===== config.mk =====
export PLATFORM = sky130hd
export DESIGN_NAME = mutex_table_with_fifo_waiters
export DESIGN_NICKNAME = d
export VERILOG_FILES = /design/src/hdl/mtfw_pkg.sv /design/src/hdl/mtfw_ram.sv /design/src/hdl/mtfw_ctrl.sv /design/src/hdl/mtfw_dp.sv /design/src/hdl/mutex_table_with_fifo_waiters.sv
export SDC_FILE = /design/constraint.sdc
export NUM_CORES = 1
export LEC_CHECK = 0
export BUFFER_PORTS_ARGS = -buffer_cell sky130_fd_sc_hd__buf_4
export CAP_MARGIN = 10
export CORE_MARGIN = 2
export CORE_UTILIZATION = 50
export CTS_BUF_LIST = sky130_fd_sc_hd__clkbuf_16
export CTS_CLUSTER_DIAMETER = 120
export DETAILED_ROUTE_END_ITERATION = 16
export GPL_ROUTABILITY_DRIVEN = 0
export PLACE_DENSITY = 0.65
export SYNTH_ARGS = -nofsm -noshare
export SYNTH_HDL_FRONTEND = slang
export SYNTH_SLANG_ARGS = --single-unit

===== constraint.sdc =====
create_clock -name clk -period 6.7 [get_ports clk]
set_clock_uncertainty 0.15 [all_clocks]
set_input_delay 0.335 -clock clk [delete_from_list [all_inputs] [get_ports clk]]
set_output_delay 0.335 -clock clk [all_outputs]
set_load 0.01 [all_outputs]

===== src/hdl/mtfw_pkg.sv =====
// types, codes and defaults of the mutex table with fifo waiters
`default_nettype none

package mtfw_pkg;

	localparam int NUM_MUTEXES_DEF = 32;
	localparam int NUM_TASKS_DEF   = 64;

	localparam int CMD_W  = 2;
	localparam int ID_W   = 6;
	localparam int ST_W   = 3;
	localparam int CID_W  = 5;

	localparam logic [ID_W-1:0] NO_TASK = 6'd63;

	localparam logic [CMD_W-1:0] CMD_CREATE = 2'd0;
	localparam logic [CMD_W-1:0] CMD_LOCK   = 2'd1;
	localparam logic [CMD_W-1:0] CMD_UNLOCK = 2'd2;

	localparam logic [ST_W-1:0] ST_OK       = 3'd0;
	localparam logic [ST_W-1:0] ST_BLOCKED  = 3'd1;
	localparam logic [ST_W-1:0] ST_NOFREE   = 3'd2;
	localparam logic [ST_W-1:0] ST_INVALID  = 3'd3;
	localparam logic [ST_W-1:0] ST_DEADLOCK = 3'd4;
	localparam logic [ST_W-1:0] ST_NOPERM   = 3'd5;

	typedef struct packed {
		logic [CMD_W-1:0] command;
		logic [ID_W-1:0]  mutex_id;
		logic [ID_W-1:0]  task_prio;
	} req_t;

	typedef struct packed {
		logic [ST_W-1:0]  status;
		logic [CID_W-1:0] created_id;
		logic             wake_valid;
		logic [ID_W-1:0]  wake_task;
	} rsp_t;

	// one mutex table entry
	typedef struct packed {
		logic [ID_W-1:0] holder;
		logic [ID_W-1:0] head;
		logic [ID_W-1:0] tail;
	} mword_t;

	localparam int MWORD_W = $bits(mword_t);

	// controller to datapath
	typedef struct packed {
		logic capture;
		logic eval;
		logic link;
		logic load_out;
	} ctl_t;

	// datapath to controller
	typedef struct packed {
		logic need_link;
	} stat_t;

endpackage

`default_nettype wire


===== src/hdl/mtfw_ram.sv =====
// generic single write port ram with registered read
`default_nettype none

module mtfw_ram #(
	parameter int WIDTH  = 8,
	parameter int DEPTH  = 32,
	parameter int ADDR_W = 5
) (
	input  wire logic              clk,
	input  wire logic              we,
	input  wire logic [ADDR_W-1:0] waddr,
	input  wire logic [WIDTH-1:0]  wdata,
	input  wire logic              re,
	input  wire logic [ADDR_W-1:0] raddr,
	output logic      [WIDTH-1:0]  rdata
);

	logic [WIDTH-1:0] mem_q [DEPTH];

	always_ff @(posedge clk) begin
		if (we) begin
			mem_q[waddr] <= wdata;
		end
		if (re) begin
			rdata <= mem_q[raddr];
		end
	end

endmodule

`default_nettype wire


===== src/hdl/mtfw_ctrl.sv =====
// controller state machine and output valid of the mutex table
`default_nettype none

module mtfw_ctrl import mtfw_pkg::*; (
	input  wire logic  clk,
	input  wire logic  arst_n,
	input  wire logic  req_valid,
	output logic       req_ready,
	output logic       rsp_valid,
	input  wire logic  rsp_ready,
	input  wire stat_t stat,
	output ctl_t       ctl
);

	typedef enum logic [3:0] {
		S_IDLE = 4'b0001,
		S_EVAL = 4'b0010,
		S_LINK = 4'b0100,
		S_RESP = 4'b1000
	} state_t;

	state_t state_q, state_d;
	logic   rsp_valid_q;
	logic   slot_free;

	assign slot_free    = !rsp_valid_q || rsp_ready;
	assign req_ready    = (state_q == S_IDLE);
	assign rsp_valid    = rsp_valid_q;

	assign ctl.capture  = req_valid && req_ready;
	assign ctl.eval     = (state_q == S_EVAL);
	assign ctl.link     = (state_q == S_LINK);
	assign ctl.load_out = (state_q == S_RESP) && slot_free;

	always_comb begin
		state_d = state_q;
		unique case (state_q)
			S_IDLE: begin
				if (req_valid) state_d = S_EVAL;
			end
			S_EVAL: begin
				state_d = stat.need_link ? S_LINK : S_RESP;
			end
			S_LINK: begin
				state_d = S_RESP;
			end
			S_RESP: begin
				if (slot_free) state_d = S_IDLE;
			end
			default: begin
				state_d = S_IDLE;
			end
		endcase
	end

	always_ff @(posedge clk or negedge arst_n) begin
		if (!arst_n) begin
			state_q     <= S_IDLE;
			rsp_valid_q <= 1'b0;
		end else begin
			state_q <= state_d;
			if (ctl.load_out) begin
				rsp_valid_q <= 1'b1;
			end else if (rsp_ready) begin
				rsp_valid_q <= 1'b0;
			end
		end
	end

endmodule

`default_nettype wire


===== src/hdl/mtfw_dp.sv =====
// datapath: mutex table, task links, decision logic and output register
`default_nettype none

module mtfw_dp import mtfw_pkg::*; #(
	parameter int NUM_MUTEXES = NUM_MUTEXES_DEF,
	parameter int NUM_TASKS   = NUM_TASKS_DEF
) (
	input  wire logic clk,
	input  wire logic arst_n,
	input  wire ctl_t ctl,
	input  wire req_t req,
	output stat_t     stat,
	output rsp_t      rsp
);

	localparam int MW = (NUM_MUTEXES > 1) ? $clog2(NUM_MUTEXES) : 1;
	localparam int TW = $clog2(NUM_TASKS);
	localparam int CW = $clog2(NUM_MUTEXES + 1);

	typedef enum logic [2:0] {
		ACT_NONE,
		ACT_CREATE,
		ACT_GRANT,
		ACT_RELEASE,
		ACT_QUEUE,
		ACT_POP
	} act_t;

	// captured request
	logic [CMD_W-1:0] cmd_q;
	logic [ID_W-1:0]  mid_q;
	logic [ID_W-1:0]  tid_q;

	// allocation only ever takes the lowest free entry, so entries below count are allocated
	logic [CW-1:0] count_q;

	logic [NUM_MUTEXES-1:0] mvalid_q;
	logic [NUM_TASKS-1:0]   nvalid_q;
	logic                   mval_q;
	logic                   nval_q;

	act_t   act_q, act_d;
	mword_t word_q, cur;
	rsp_t   res_q, res_d, rsp_q;

	logic               m_we;
	logic [MW-1:0]      m_waddr;
	mword_t             m_wdata;
	logic [MWORD_W-1:0] m_rdata;

	logic            n_we;
	logic [TW-1:0]   n_waddr;
	logic [ID_W-1:0] n_wdata;
	logic            n_re;
	logic [TW-1:0]   n_raddr;
	logic [ID_W-1:0] n_rdata;
	logic [ID_W-1:0] next_head;

	logic idx_ok, alloc_ok, task_ok, room;

	mtfw_ram #(
		.WIDTH (MWORD_W),
		.DEPTH (NUM_MUTEXES),
		.ADDR_W(MW)
	) u_mtab (
		.clk  (clk),
		.we   (m_we),
		.waddr(m_waddr),
		.wdata(m_wdata),
		.re   (ctl.capture),
		.raddr(req.mutex_id[MW-1:0]),
		.rdata(m_rdata)
	);

	mtfw_ram #(
		.WIDTH (ID_W),
		.DEPTH (NUM_TASKS),
		.ADDR_W(TW)
	) u_links (
		.clk  (clk),
		.we   (n_we),
		.waddr(n_waddr),
		.wdata(n_wdata),
		.re   (n_re),
		.raddr(n_raddr),
		.rdata(n_rdata)
	);

	// entries never written read as empty
	assign cur       = mval_q ? mword_t'(m_rdata) : mword_t'{NO_TASK, NO_TASK, NO_TASK};
	assign next_head = nval_q ? n_rdata : NO_TASK;

	assign idx_ok   = {1'b0, mid_q} < (ID_W + 1)'(NUM_MUTEXES);
	assign alloc_ok = {1'b0, mid_q} < (ID_W + 1)'(count_q);
	assign task_ok  = (tid_q != NO_TASK) && ({1'b0, tid_q} < (ID_W + 1)'(NUM_TASKS));
	assign room     = count_q < CW'(NUM_MUTEXES);

	assign stat.need_link = (act_d == ACT_QUEUE) || (act_d == ACT_POP);
	assign rsp            = rsp_q;

	// decision on the captured request
	always_comb begin
		act_d = ACT_NONE;
		res_d = '{ST_INVALID, '0, 1'b0, NO_TASK};
		case (cmd_q) inside
			CMD_CREATE: begin
				if (room) begin
					act_d            = ACT_CREATE;
					res_d.status     = ST_OK;
					res_d.created_id = CID_W'(count_q);
				end else begin
					res_d.status = ST_NOFREE;
				end
			end
			CMD_LOCK, CMD_UNLOCK: begin
				if (idx_ok && alloc_ok && task_ok) begin
					if (cmd_q == CMD_LOCK) begin
						if (cur.holder == NO_TASK) begin
							act_d        = ACT_GRANT;
							res_d.status = ST_OK;
						end else if (cur.holder == tid_q) begin
							res_d.status = ST_DEADLOCK;
						end else begin
							act_d        = ACT_QUEUE;
							res_d.status = ST_BLOCKED;
						end
					end else begin
						if (cur.holder != tid_q) begin
							res_d.status = ST_NOPERM;
						end else if (cur.head == NO_TASK) begin
							act_d        = ACT_RELEASE;
							res_d.status = ST_OK;
						end else begin
							act_d            = ACT_POP;
							res_d.status     = ST_OK;
							res_d.wake_valid = 1'b1;
							res_d.wake_task  = cur.head;
						end
					end
				end
			end
			default: begin
			end
		endcase
	end

	// table and link writes; a queued lock clears its own link first, then joins the tail
	always_comb begin
		m_we    = 1'b0;
		m_waddr = mid_q[MW-1:0];
		m_wdata = cur;
		n_we    = 1'b0;
		n_waddr = tid_q[TW-1:0];
		n_wdata = NO_TASK;
		n_re    = 1'b0;
		n_raddr = cur.head[TW-1:0];
		if (ctl.eval) begin
			case (act_d)
				ACT_GRANT: begin
					m_we           = 1'b1;
					m_wdata.holder = tid_q;
				end
				ACT_RELEASE: begin
					m_we           = 1'b1;
					m_wdata.holder = NO_TASK;
				end
				ACT_QUEUE: begin
					n_we = 1'b1;
				end
				ACT_POP: begin
					n_re = 1'b1;
				end
				default: begin
				end
			endcase
		end else if (ctl.link) begin
			m_wdata = word_q;
			case (act_q)
				ACT_QUEUE: begin
					m_we         = 1'b1;
					m_wdata.tail = tid_q;
					if (word_q.head == NO_TASK) begin
						m_wdata.head = tid_q;
					end else begin
						n_we    = 1'b1;
						n_waddr = word_q.tail[TW-1:0];
						n_wdata = tid_q;
					end
				end
				ACT_POP: begin
					m_we           = 1'b1;
					m_wdata.holder = NO_TASK;
					m_wdata.head   = next_head;
					if (next_head == NO_TASK) m_wdata.tail = NO_TASK;
					n_we    = 1'b1;
					n_waddr = word_q.head[TW-1:0];
					n_wdata = NO_TASK;
				end
				default: begin
				end
			endcase
		end
	end

	always_ff @(posedge clk or negedge arst_n) begin
		if (!arst_n) begin
			count_q  <= '0;
			mvalid_q <= '0;
			nvalid_q <= '0;
			act_q    <= ACT_NONE;
		end else begin
			if (ctl.eval) begin
				act_q <= act_d;
				if (act_d == ACT_CREATE) count_q <= count_q + CW'(1);
			end
			if (m_we) mvalid_q[m_waddr] <= 1'b1;
			if (n_we) nvalid_q[n_waddr] <= 1'b1;
		end
	end

	always_ff @(posedge clk) begin
		if (ctl.capture) begin
			cmd_q  <= req.command;
			mid_q  <= req.mutex_id;
			tid_q  <= req.task_prio;
			mval_q <= mvalid_q[req.mutex_id[MW-1:0]];
		end
		if (n_re) nval_q <= nvalid_q[n_raddr];
		if (ctl.eval) begin
			word_q <= cur;
			res_q  <= res_d;
		end
		if (ctl.load_out) rsp_q <= res_q;
	end

endmodule

`default_nettype wire


===== src/hdl/mutex_table_with_fifo_waiters.sv =====
// top level of the mutex table with fifo waiter queues
//
//  channel | handshake             | word   | fields
//  --------+-----------------------+--------+-------------------------------------------
//  req     | req_valid / req_ready | req_t  | command, mutex_id, task_prio
//  rsp     | rsp_valid / rsp_ready | rsp_t  | status, created_id, wake_valid, wake_task
//
//  one request word is worked on at a time; it gives exactly one response word
//  create, deadlock, grant, release without waiters and rejects pass through evaluate and
//  response before the next accept, queued lock and unlock with wake-up also pass link
//  the link state is a second pass over the task link ram: the tail link write of a
//  queued lock, or the registered read of the head waiter's link on a wake-up
//  a response left waiting on rsp_ready holds the block in its last state until taken
//  reset clears the state machine, the allocation count and the table valid bits
`default_nettype none

module mutex_table_with_fifo_waiters import mtfw_pkg::*; #(
	parameter int NUM_MUTEXES = NUM_MUTEXES_DEF,
	parameter int NUM_TASKS   = NUM_TASKS_DEF
) (
	input  wire logic clk,
	input  wire logic arst_n,
	input  wire logic req_valid,
	output logic      req_ready,
	input  wire req_t req,
	output logic      rsp_valid,
	input  wire logic rsp_ready,
	output rsp_t      rsp
);

	// command and status between controller and datapath
	ctl_t  ctl;
	stat_t stat;

	// sequencing: capture, evaluate, link update, response load
	mtfw_ctrl u_ctrl (
		.clk      (clk),
		.arst_n   (arst_n),
		.req_valid(req_valid),
		.req_ready(req_ready),
		.rsp_valid(rsp_valid),
		.rsp_ready(rsp_ready),
		.stat     (stat),
		.ctl      (ctl)
	);

	// mutex table ram, task link ram, allocation count and response register
	mtfw_dp #(
		.NUM_MUTEXES(NUM_MUTEXES),
		.NUM_TASKS  (NUM_TASKS)
	) u_dp (
		.clk   (clk),
		.arst_n(arst_n),
		.ctl   (ctl),
		.req   (req),
		.stat  (stat),
		.rsp   (rsp)
	);

endmodule

`default_nettype wire


Word-level counts from Yosys, hierarchy flattened
Memory sizes are Yosys's and may differ from the RTL's. A register that Yosys moved wholly into a read port is not among the register bits.
Index checks and enable logic that the tools add are counted.

word-level totals
  bits in writable memories = 960
  bits of input ports = 18
  bits in latches = 0
  memories = 2
  logic and storage cells = 144
  memory bits (read-only) = 0
  register bits after elaboration = 174

cells by class
  multiply operators = 0
  reductions and logical operators = 19
  multiplexer cells = 65
  equality and inequality tests = 22
  divide/modulo/power cells = 0
  shift operators = 0
  $lt $le $gt $ge = 9
  bitwise operators = 4
  add/subtract/negate cells = 1

memory list
  memory              words  width  read ports  clocked after memory_dff  wr ports  RTL line        RTL
  u_dp.u_mtab.mem_q   32     18     1           1                         1         mtfw_ram.sv:18  logic [WIDTH-1:0] mem_q [DEPTH];
  u_dp.u_links.mem_q  64     6      1           1                         1         mtfw_ram.sv:18

operators with widths
  cell                   count
  $mux W6                12
  $or A64 B64 Y64        1
  $mux W3                15
  $mux W18               2
  $or A32 B32 Y32        1
  $eq A6 B6 Y1 const B   4
  $pmux W12 S2           1
  $pmux W6 S2            2
  $mux W1                21
  $pmux W4 S4            1
  $lt A6 B7 Y1 const B   2
  $eq A3 B3 Y1 const B   4
  $lt A5 B6 Y1 const B   2
  $lt A6 B6 Y1 const B   2
  $mux W12               1
  $mux W4                3
  $mux W7                1
  $add A6 B1 Y6 const B  1
  $bmux W1 S6            1
  $demux W1 S6           1
  $eq A3 B2 Y1 const B   2
  $eq A6 B6 Y1           1
  $ge A6 B1 Y1 const B   1
  $logic_and A1 B1 Y1    6
  26 further kinds       32

Depth between registers and ports, before layout
Gate-level depths: netlist of run 1.

  depth after elaboration = 14
  depth in mapped cells = 11
  depth with buffers taken out = 9

Hierarchy
A second synthesis of run 1 with hierarchy kept.

second synthesis, totals
  cells, all modules = 2706
  area, all modules = 46977.6 sq um

by module, submodules not included
  module                   instances  cells each  area each (sq um)
  mtfw_ram (u_dp.u_mtab)   1          1278        23231.0
  mtfw_ram (u_dp.u_links)  1          720         15285.9
  mtfw_dp                  1          683         8186.6
  mtfw_ctrl                1          25          274.0

Least setup slack after synthesis of run 1
No wires, ideal clock.

  path type = reg-to-reg
  start point = register u_dp.mid_q[2]
  end point = memory u_dp.u_mtab.mem_q[0][0] (netlist bit), enable pin
  cell stages (with the launch flop) = 9
  setup slack = 2.314 ns
  data required time = 6.108 ns
  path buffers = 1
  clock period less this slack = 4.386 ns
  arrival time = 3.794 ns
  cell sequence = edfxtp_1 -> ha_1 -> a211oi_1 -> o21ai_0 -> a21oi_1 -> nand3_1 -> o21a_1 -> clkbuf_1 -> nor4bb_1

between the ends
  cells in the longest elaborated chain, start to end = 12
  elaborated cells between the ends (all ways) = 14

ends and longest elaborated chain
  element                                 RTL line                      RTL
  from (decl)                             mtfw_dp.sv:31                 logic [ID_W-1:0] mid_q;
  from (signal assigned)                  mtfw_dp.sv:224                mid_q <= req.mutex_id;
  $lt A6 B6 Y1, on equally long branches  mtfw_dp.sv:93, mtfw_dp.sv:94
  $logic_and A1 B1 Y1 (2 in series)       mtfw_dp.sv:116                if (idx_ok && alloc_ok && task_ok) begin
  $mux W3                                 mtfw_dp.sv:116
  $mux W3 (2 in series)                   mtfw_dp.sv:105                case (cmd_q) inside
  $eq A3 B2 Y1                            mtfw_dp.sv:158                case (act_d)
  $reduce_or A2 Y1 (no line)              -
  $mux W1                                 mtfw_dp.sv:158
  $mux W1                                 mtfw_dp.sv:157                if (ctl.eval) begin
  $mux W1                                 mtfw_ram.sv:21                if (we) begin
  $mux W1 (not written as such)           mtfw_ram.sv:22                mem_q[waddr] <= wdata;
  to (decl)                               mtfw_ram.sv:18

Several ways; a longest one is shown, not always the timed one.

Final worst setup path of run 1
  start point = register u_dp.mid_q[2]
  end point = memory u_dp.u_links.mem_q[10][4] (netlist bit), enable pin

between the ends
  cells in the longest elaborated chain, start to end = 11
  elaborated cells between the ends (all ways) = 12

ends and longest elaborated chain
  element                                 RTL line
  $lt A6 B6 Y1, on equally long branches  mtfw_dp.sv:93, mtfw_dp.sv:94
  $logic_and A1 B1 Y1 * (2 in series)     mtfw_dp.sv:116
  $mux W3 *                               mtfw_dp.sv:116
  $mux W3 * (2 in series)                 mtfw_dp.sv:105
  $eq A3 B3 Y1 *                          mtfw_dp.sv:158
  $mux W1 *                               mtfw_dp.sv:158
  $mux W1 *                               mtfw_dp.sv:157
  $mux W1 *                               mtfw_ram.sv:21
  $mux W1 (not written as such) *         mtfw_ram.sv:22
  to (decl)                               mtfw_ram.sv:18

Mark *: on every way between the ends. The rest lies on a longest branch, timed or not.

==> metrics, run 1 <==
Total GRT Usage=0.233; setup TNS=0 ns; core region area=90400 µm²; top-area cell type share of the netlist area=0.688; syn_nets=2390; fmax=214 MHz; drt wl/cell=29.2 µm; Synth Flop Type=edfxtp_1; first-pass GRT wire length=160 mm; CP Class=reg -> reg; largest net degree at the start of global routing=83; DR vias=23300; Clock Tree Root=clkbuf_16; critical-path maximum fanout=16; maximum vdd drop=0.000242 V; maximum clock path buffer count=3; Final Max Slew Viols=0; Vias per Instance=6.27; yosys warns=0; die width=307 µm; asr flop ratio synth=0.0950; Initial Utilization=0.506; slew margin rel.=0.185; final cycle utilization of the critical path=0.697; power consumption=16.8 mW; Post-synth EDFFs=1048; synth top area cells=edfxtp_1 (69%), mux4_2 (14%), dfrtp_1 (6.0%), o21bai_1 (1.4%), nand2_1 (1.1%); DRC=0; Buf+Inv Stages, Crit Path=0; Pre-Repair DR Iteration Count=6; WP data required=6.87 ns; Pwr Density=324 nW/µm²; Num CTS Buffers=114; PortBufs=34; fin area=51700 µm²; Routed WL=108 mm; Seq/Total Area, Yosys=0.748; switching power=4.08 mW; initial antenna violation count=3; # IOs=35; Tightest Pin Transition=1.22 ns; fin nets=2459; post-CTS setup buffer count=0; fin util=0.572; clock slew at reported path FFs=0.06 ns; outcome=complete, no violations; Cell variety after synth=56; Die Area=94000 µm²; synthesized cell area=45800 µm²; Area Overhead vs Synth=13.0%; minimum clock period=4.67 ns; vias in the first global route=23100; Fillers=6548; grt total ovfl=0; Switching Fraction=0.243; Cells after Synth=2364; CTS tree=yes; cell internal pwr=12.7 mW; post-synth top area cell=edfxtp_1; Chip Height=307 µm; Slowest cell on crit path=nand4_1; Reg power frac=0.499; post-route ant nets=0; #FFs+latches synth=1158; Hold Fails Final Rpt=0; Critical Path Sink Type=flip-flop; initial detailed-routing violation count=2951; Cell Count, Final, Fillers Out=3711; Combinational Power Share=0.105; Cells after DPL=3480; Area after DPL=47700 µm²; Post-DP HPWL=66.1 mm; Startpoint Class=flip-flop; Lkg Pwr=17.6 nW; Synth Area per Inst=19.4 µm²; Clock power frac=0.397; RSZ-0062 raised after global routing=no; layout cells sized above 1=0.251; CTS H-tree lvls=3; final setup fails=0; Min-Delay Path Class=in -> reg; worst path arrival time=4.84 ns; row count=110; clock sinks=1158; maxcap violations=0; clk_lat worst skew=0.69 ns; critical path cell sequence=ha_1 -> a211oi_1 -> o21ai_0 -> a21oi_1 -> nand2_1 -> o41ai_4 -> nand4_1 -> nor2_1; largest stage delay on the critical path=0.83 ns; crit-path leading delay family=simple AND/OR/NAND/NOR gates
[area by class of cell]
cell class	count	area (µm²)	area share
clock inverters	98	973	0.0188
multi-input cells	1049	11300	0.218
flip-flops and latches	1158	34200	0.662
diodes	1	2.50	0.0000484
well taps	1176	1470	0.0284
repair buffers	91	743	0.0144
clock buffers	119	2980	0.0576
inverters	19	71.3	0.00138
[registers in the layout (all words and copies together), names as in the netlist]
register / count
u_dp.u_mtab.mem_q: 576
u_dp.u_links.mem_q: 384
u_dp.nvalid_q: 64
u_dp.mvalid_q: 32
u_dp.u_mtab.rdata: 18
u_dp.word_q: 18
u_dp.res_q: 15
u_dp.rsp: 15
u_dp.count_q: 6
u_dp.mid_q: 6
u_dp.tid_q: 6
u_dp.u_links.rdata: 6
u_ctrl.state_q: 4
u_dp.act_q: 3
u_dp.cmd_q: 2
u_ctrl.rsp_valid: 1
u_dp.mval_q: 1
u_dp.nval_q: 1
[timing repair]
action                                  4_1_cts  5_1_grt
gates resized for setup                       0        0
endpoints found under the setup margin        0        0
hold buffers                                 13        0
endpoints found under the hold margin        60        0
[cell families after synthesis]
| group | count (synthesis) | share of synthesized area |
|---|---|---|
| xor+xnor | 7 | 0.00134 |
| compound gates | 309 | 0.0479 |
| simple gates | 424 | 0.0445 |
| buf+inv | 157 | 0.0130 |
| flops | 1158 | 0.748 |
| fa+ha+maj | 8 | 0.00219 |
| mux | 301 | 0.143 |
[synth_stat cells (5+ instances only)]
cell / count
buf_2: 6
nand2_1: 130
or2_2: 19
a21oi_1: 37
o22ai_1: 9
a221oi_1: 7
and2_1: 26
dfrtp_1: 109
buf_1: 23
o221ai_1: 6
mux2_2: 20
mux4_2: 281
o31ai_1: 5
a311oi_1: 21
nor4_1: 5
o21bai_1: 85
clkbuf_1: 109
nor2b_1: 41
nor3_1: 11
edfxtp_1: 1048
ha_1: 8
a22oi_1: 18
nand4_1: 7
o21ai_0: 27
inv_1: 18
a31oi_1: 29
o21a_1: 8
nand2b_1: 32
nor2_1: 116
a211oi_1: 43
nand3_1: 21
[power groups by stage]
| stage | registers, mW | logic [mW] | clock network, mW |
|---|---|---|---|
| after floorplan | 8.44 | 1.04 | 0 |
| final | 8.37 | 1.76 | 6.66 |
| after CTS | 8.36 | 1.76 | 6.74 |
| after detailed placement | 8.51 | 1.75 | 0 |
| after global routing | 8.38 | 1.87 | 7.02 |
| after global placement | 8.50 | 1.71 | 0 |
[metal layers]
layer / up-vias / GRT usage / part of all wire
met5: - / 0 / 0.00015
met4: 2 / 0.0740 / 0.032
met3: 203 / 0.0379 / 0.074
met2: 1062 / 0.358 / 0.47
met1: 12200 / 0.347 / 0.43
li1: 9760 / - / -
[metrics by stage]
| step | hold slack [ns] | setup WS, ns |
|---|---|---|
| 2_1_floorplan | -0.111 | 2.31 |
| 3_3_place_gp | 0.235 | 2.19 |
| 3_5_place_dp | 0.252 | 2.08 |
| 4_1_cts | 0.0408 | 2.05 |
| 5_1_grt | 0.0711 | 1.72 |
| 6_report | 0.0835 | 2.03 |
[final timing paths]
kind | start | end | slack (ns) | depth (start not counted)
min reg2reg | u_dp.res_q[13] | u_dp.rsp[13] | 0.27 | 0
max in group asynchronous | arst_n | u_dp.mvalid_q[6] | 4.78 | 3
max reg2reg | u_dp.mid_q[2] | u_dp.u_links.mem_q[10][4] | 2.03 | 8
max | u_dp.mid_q[2] | u_dp.u_links.mem_q[10][4] | 2.03 | 8
min in group asynchronous | arst_n | u_dp.nvalid_q[28] | 0.26 | 2
min | req[9] | u_dp.mid_q[3] | 0.08 | 1
[cells in the final DEF, fill, tap and decap left out, types with 8 or more instances in the layout]
cell type	synthesis	layout
nor3_2	0	8
o21bai_1	85	85
clkbuf_16	0	119
or2_2	19	13
nor2b_1	41	39
nor2_2	0	20
bufinv_16	0	20
ha_1	8	8
o21a_1	8	8
a311oi_1	21	21
nand3_1	21	17
clkinv_2	0	25
nand2_1	130	130
o22ai_1	9	9
mux2_2	20	20
buf_4	0	74
clkinvlp_4	0	9
nor2_1	116	96
a21oi_1	37	31
clkinv_1	0	23
inv_1	18	35
a31oi_1	29	23
o21ai_0	27	27
a211oi_1	43	43
edfxtp_1	1048	1048
a22oi_1	18	18
nand2b_1	32	30
dfrtp_1	109	109
and2_1	26	25
mux4_2	281	281
dlygate4sd3_1	0	13
(Power assumes the default switching activity.)
==> inputs of run 2 (changes only) <==
==> constraint.sdc (replaced) <==
create_clock -name clk -period 4.4 [get_ports clk]
set_clock_uncertainty 0.15 [all_clocks]
set_input_delay 0.22 -clock clk [delete_from_list [all_inputs] [get_ports clk]]
set_output_delay 0.22 -clock clk [all_outputs]
set_load 0.01 [all_outputs]
==> run 2 against run 1 <==
  * Via count rose by 0.40%
  * Core utilization rose by 0.37 points
  * Largest cell class unchanged
  * Combinational power rose by 55%
  * Wire length rose by 1.6%
  * Global-route usage rose by 0.32 points
  * Register-to-register slack got worse by 1.3 ns
  * Worst hold slack got worse by 0.033 ns
  * Highest routed layer unchanged
  * First-iteration DRC count fell by 8.1%
  * Sequential power rose by 52%
==> metrics, run 2 (synthesis results as in run 1) <==
outcome=complete, no violations (unchanged); DRC=0 (unchanged); CTS H-tree lvls=3 (unchanged); Hold Fails Final Rpt=0 (unchanged); setup TNS=0 ns (unchanged); layout cells sized above 1=0.266 (was 0.251); WP data required=4.61 ns (was 6.87 ns); Slowest cell on crit path=edfxtp_1 (was nand4_1); Buf+Inv Stages, Crit Path=3 (was 0); Chip Height=307 µm (unchanged); clk_lat worst skew=0.69 ns (about the same); Clock Tree Root=clkbuf_16 (unchanged); HP Start=req[6] (was req[9]); Levels on crit path=10 (was 8); FF-to-FF Start=u_dp.mval_q (was u_dp.mid_q[2]); DR vias=23400 (was 23300); CTS tree=yes (unchanged); area of the multi-input gates=11200 µm² (was 11300 µm²); vias in the first global route=23800 (was 23100); Total GRT Usage=0.236 (was 0.233); Vias per Instance=6.22 (was 6.27); Combinational Power Share=0.107 (was 0.105); final cycle utilization of the critical path=0.839 (was 0.697); drt wl/cell=29.2 µm (about the same); fmax=271 MHz (was 214 MHz); slew margin rel.=0.178 (was 0.185); RSZ-0062 raised after global routing=no (unchanged); Pwr Density=489 nW/µm² (was 324 nW/µm²); Area Overhead vs Synth=13.8% (was 13.0%); largest net degree at the start of global routing=82 (was 83); Final Max Slew Viols=0 (unchanged); Die Area=94000 µm² (unchanged); first-pass GRT wire length=162 mm (was 160 mm); R2R depth=10 (was 8); post-route ant nets=0 (unchanged); clock sinks=1158 (unchanged); final setup fails=0 (unchanged); CP Launch Point=u_dp.mval_q (was u_dp.mid_q[2]); maximum vdd drop=0.000335 V (was 0.000242 V); Initial Utilization=0.506 (unchanged); Clock power frac=0.392 (was 0.397); Routed WL=110 mm (was 108 mm); crit-path leading delay family=simple AND/OR/NAND/NOR gates (unchanged); Lkg Pwr=17.8 nW (was 17.6 nW); initial detailed-routing violation count=2711 (was 2951); largest stage delay on the critical path=0.57 ns (was 0.83 ns); # IOs=35 (unchanged); Tightest Pin Transition=1.23 ns (was 1.22 ns); initial antenna violation count=2 (was 3); switching power=6.29 mW (was 4.08 mW); flip-flop and latch area=34200 µm² (unchanged); most frequent cells in the layout=edfxtp_1 (1048), mux4_2 (281), nand2_1 (130), buf_4 (121), clkbuf_16 (115) (was edfxtp_1 (1048), mux4_2 (281), nand2_1 (130), clkbuf_16 (119), dfrtp_1 (109)); critical path cell sequence=buf_4 -> or3b_2 -> a21oi_1 -> o22ai_1 -> o21a_1 -> o21a_1 -> buf_4 -> or2_2 -> nor2_2 -> buf_4 (was ha_1 -> a211oi_1 -> o21ai_0 -> a21oi_1 -> nand2_1 -> o41ai_4 -> nand4_1 -> nor2_1); Fillers=6566 (was 6548); Pre-Repair DR Iteration Count=5 (was 6); most used cell, CP=buf_4; Num CTS Buffers=113 (was 114); CP Class=reg -> reg (unchanged); cell internal pwr=19.2 mW (was 12.7 mW); Min-Delay Path Class=in -> reg (unchanged); Switching Fraction=0.247 (was 0.243); largest registers=u_dp.u_mtab.mem_q: 576 flops, u_dp.u_links.mem_q: 384 flops, u_dp.nvalid_q: 64 flops (unchanged); Reg power frac=0.501 (was 0.499); Startpoint Class=flip-flop (unchanged); critical-path maximum fanout=18 (was 16); maxcap violations=0 (unchanged); worst hold stages=2 (was 1); fin nets=2509 (was 2459); worst path arrival time=3.91 ns (was 4.84 ns); Largest Register=u_dp.u_mtab.mem_q (unchanged); Largest register FFs=576 (unchanged); PortBufs=34 (unchanged); pre-CTS WS=0.785 ns (was 2.08 ns); Post-DP HPWL=67.2 mm (was 66.1 mm); final worst slack=0.708 ns (was 2.03 ns); row count=110 (unchanged); most common cell after layout, fill and taps aside=edfxtp_1 (unchanged); grt total ovfl=0 (unchanged); die width=307 µm (unchanged); clock slew at reported path FFs=0.06 ns (about the same); Critical Path Sink Type=flip-flop (unchanged); core region area=90400 µm² (unchanged); maximum clock path buffer count=3 (unchanged); minimum clock period=3.69 ns (was 4.67 ns); n_diodes=0 (was 1)
-- run 2: cell types whose count changed in the layout (fill, tap and decap cells not counted), sizes merged --
cell	delta
clkinvlp	+1
inv	-4
buf	+50
diode	-1
clkbuf	-4
clkinv	+7
bufinv	-2
dlygate4sd3	+1
-- run 2: layout make-up --
type                    instances  share of cell area
multi-input cells            1049               0.216
inverters                      19             0.00137
clock inverters               100              0.0193
flip-flops and latches       1158               0.657
repair buffers                142              0.0226
clock buffers                 115              0.0553
well taps                    1176              0.0283
-- run 2: final timing paths --
check / end / slack, ns
max: u_dp.u_mtab.mem_q[26][2] / 0.71
min: u_dp.mid_q[0] / 0.05
max reg2reg: u_dp.u_mtab.mem_q[26][2] / 0.71
min reg2reg: u_dp.rsp[7] / 0.27
max in group asynchronous: u_dp.mvalid_q[31] / 2.92
min in group asynchronous: u_dp.nvalid_q[39] / 0.18
-- run 2: timing repair --
item                      4_1_cts  5_1_grt
resized for setup               0        0
hold endpoints to repair      111        0
setup buffers                   0        0
hold buffers                   14        0
-- run 2: per-stage QoR --
| step | utilization | std cells | instance area, µm² | hold slack (ns) | power [mW] |
|---|---|---|---|---|---|
| 3_3_place_gp | 0.531 | 3530 | 48000 | 0.251 | 15.6 |
| 4_1_cts | 0.576 | 3759 | 52100 | 0.0367 | 25.6 |
| 2_1_floorplan | - | 2364 | 45800 | -0.226 | 14.4 |
| 6_report | 0.576 | 3759 | 52100 | 0.0509 | 25.4 |
| 5_1_grt | 0.576 | 3759 | 52100 | 0.0820 | 26.2 |
| 3_5_place_dp | 0.531 | 3530 | 48000 | 0.251 | 15.7 |
-- run 2: power by group through the flow --
stage / Clock, mW / Sequential, mW / Combinational [mW]
2_1_floorplan: 0 / 12.9 / 1.59
3_3_place_gp: 0 / 13.0 / 2.65
3_5_place_dp: 0 / 13.0 / 2.72
4_1_cts: 10.1 / 12.7 / 2.74
5_1_grt: 10.5 / 12.8 / 2.90
6_report: 9.97 / 12.7 / 2.73
-- run 2: per-layer routing --
layer / global-route usage / wire length, µm
met1: 0.330 / 44600
met3: 0.0342 / 7400
met2: 0.393 / 54900
met4: 0.0652 / 3050
met5: 0 / 23
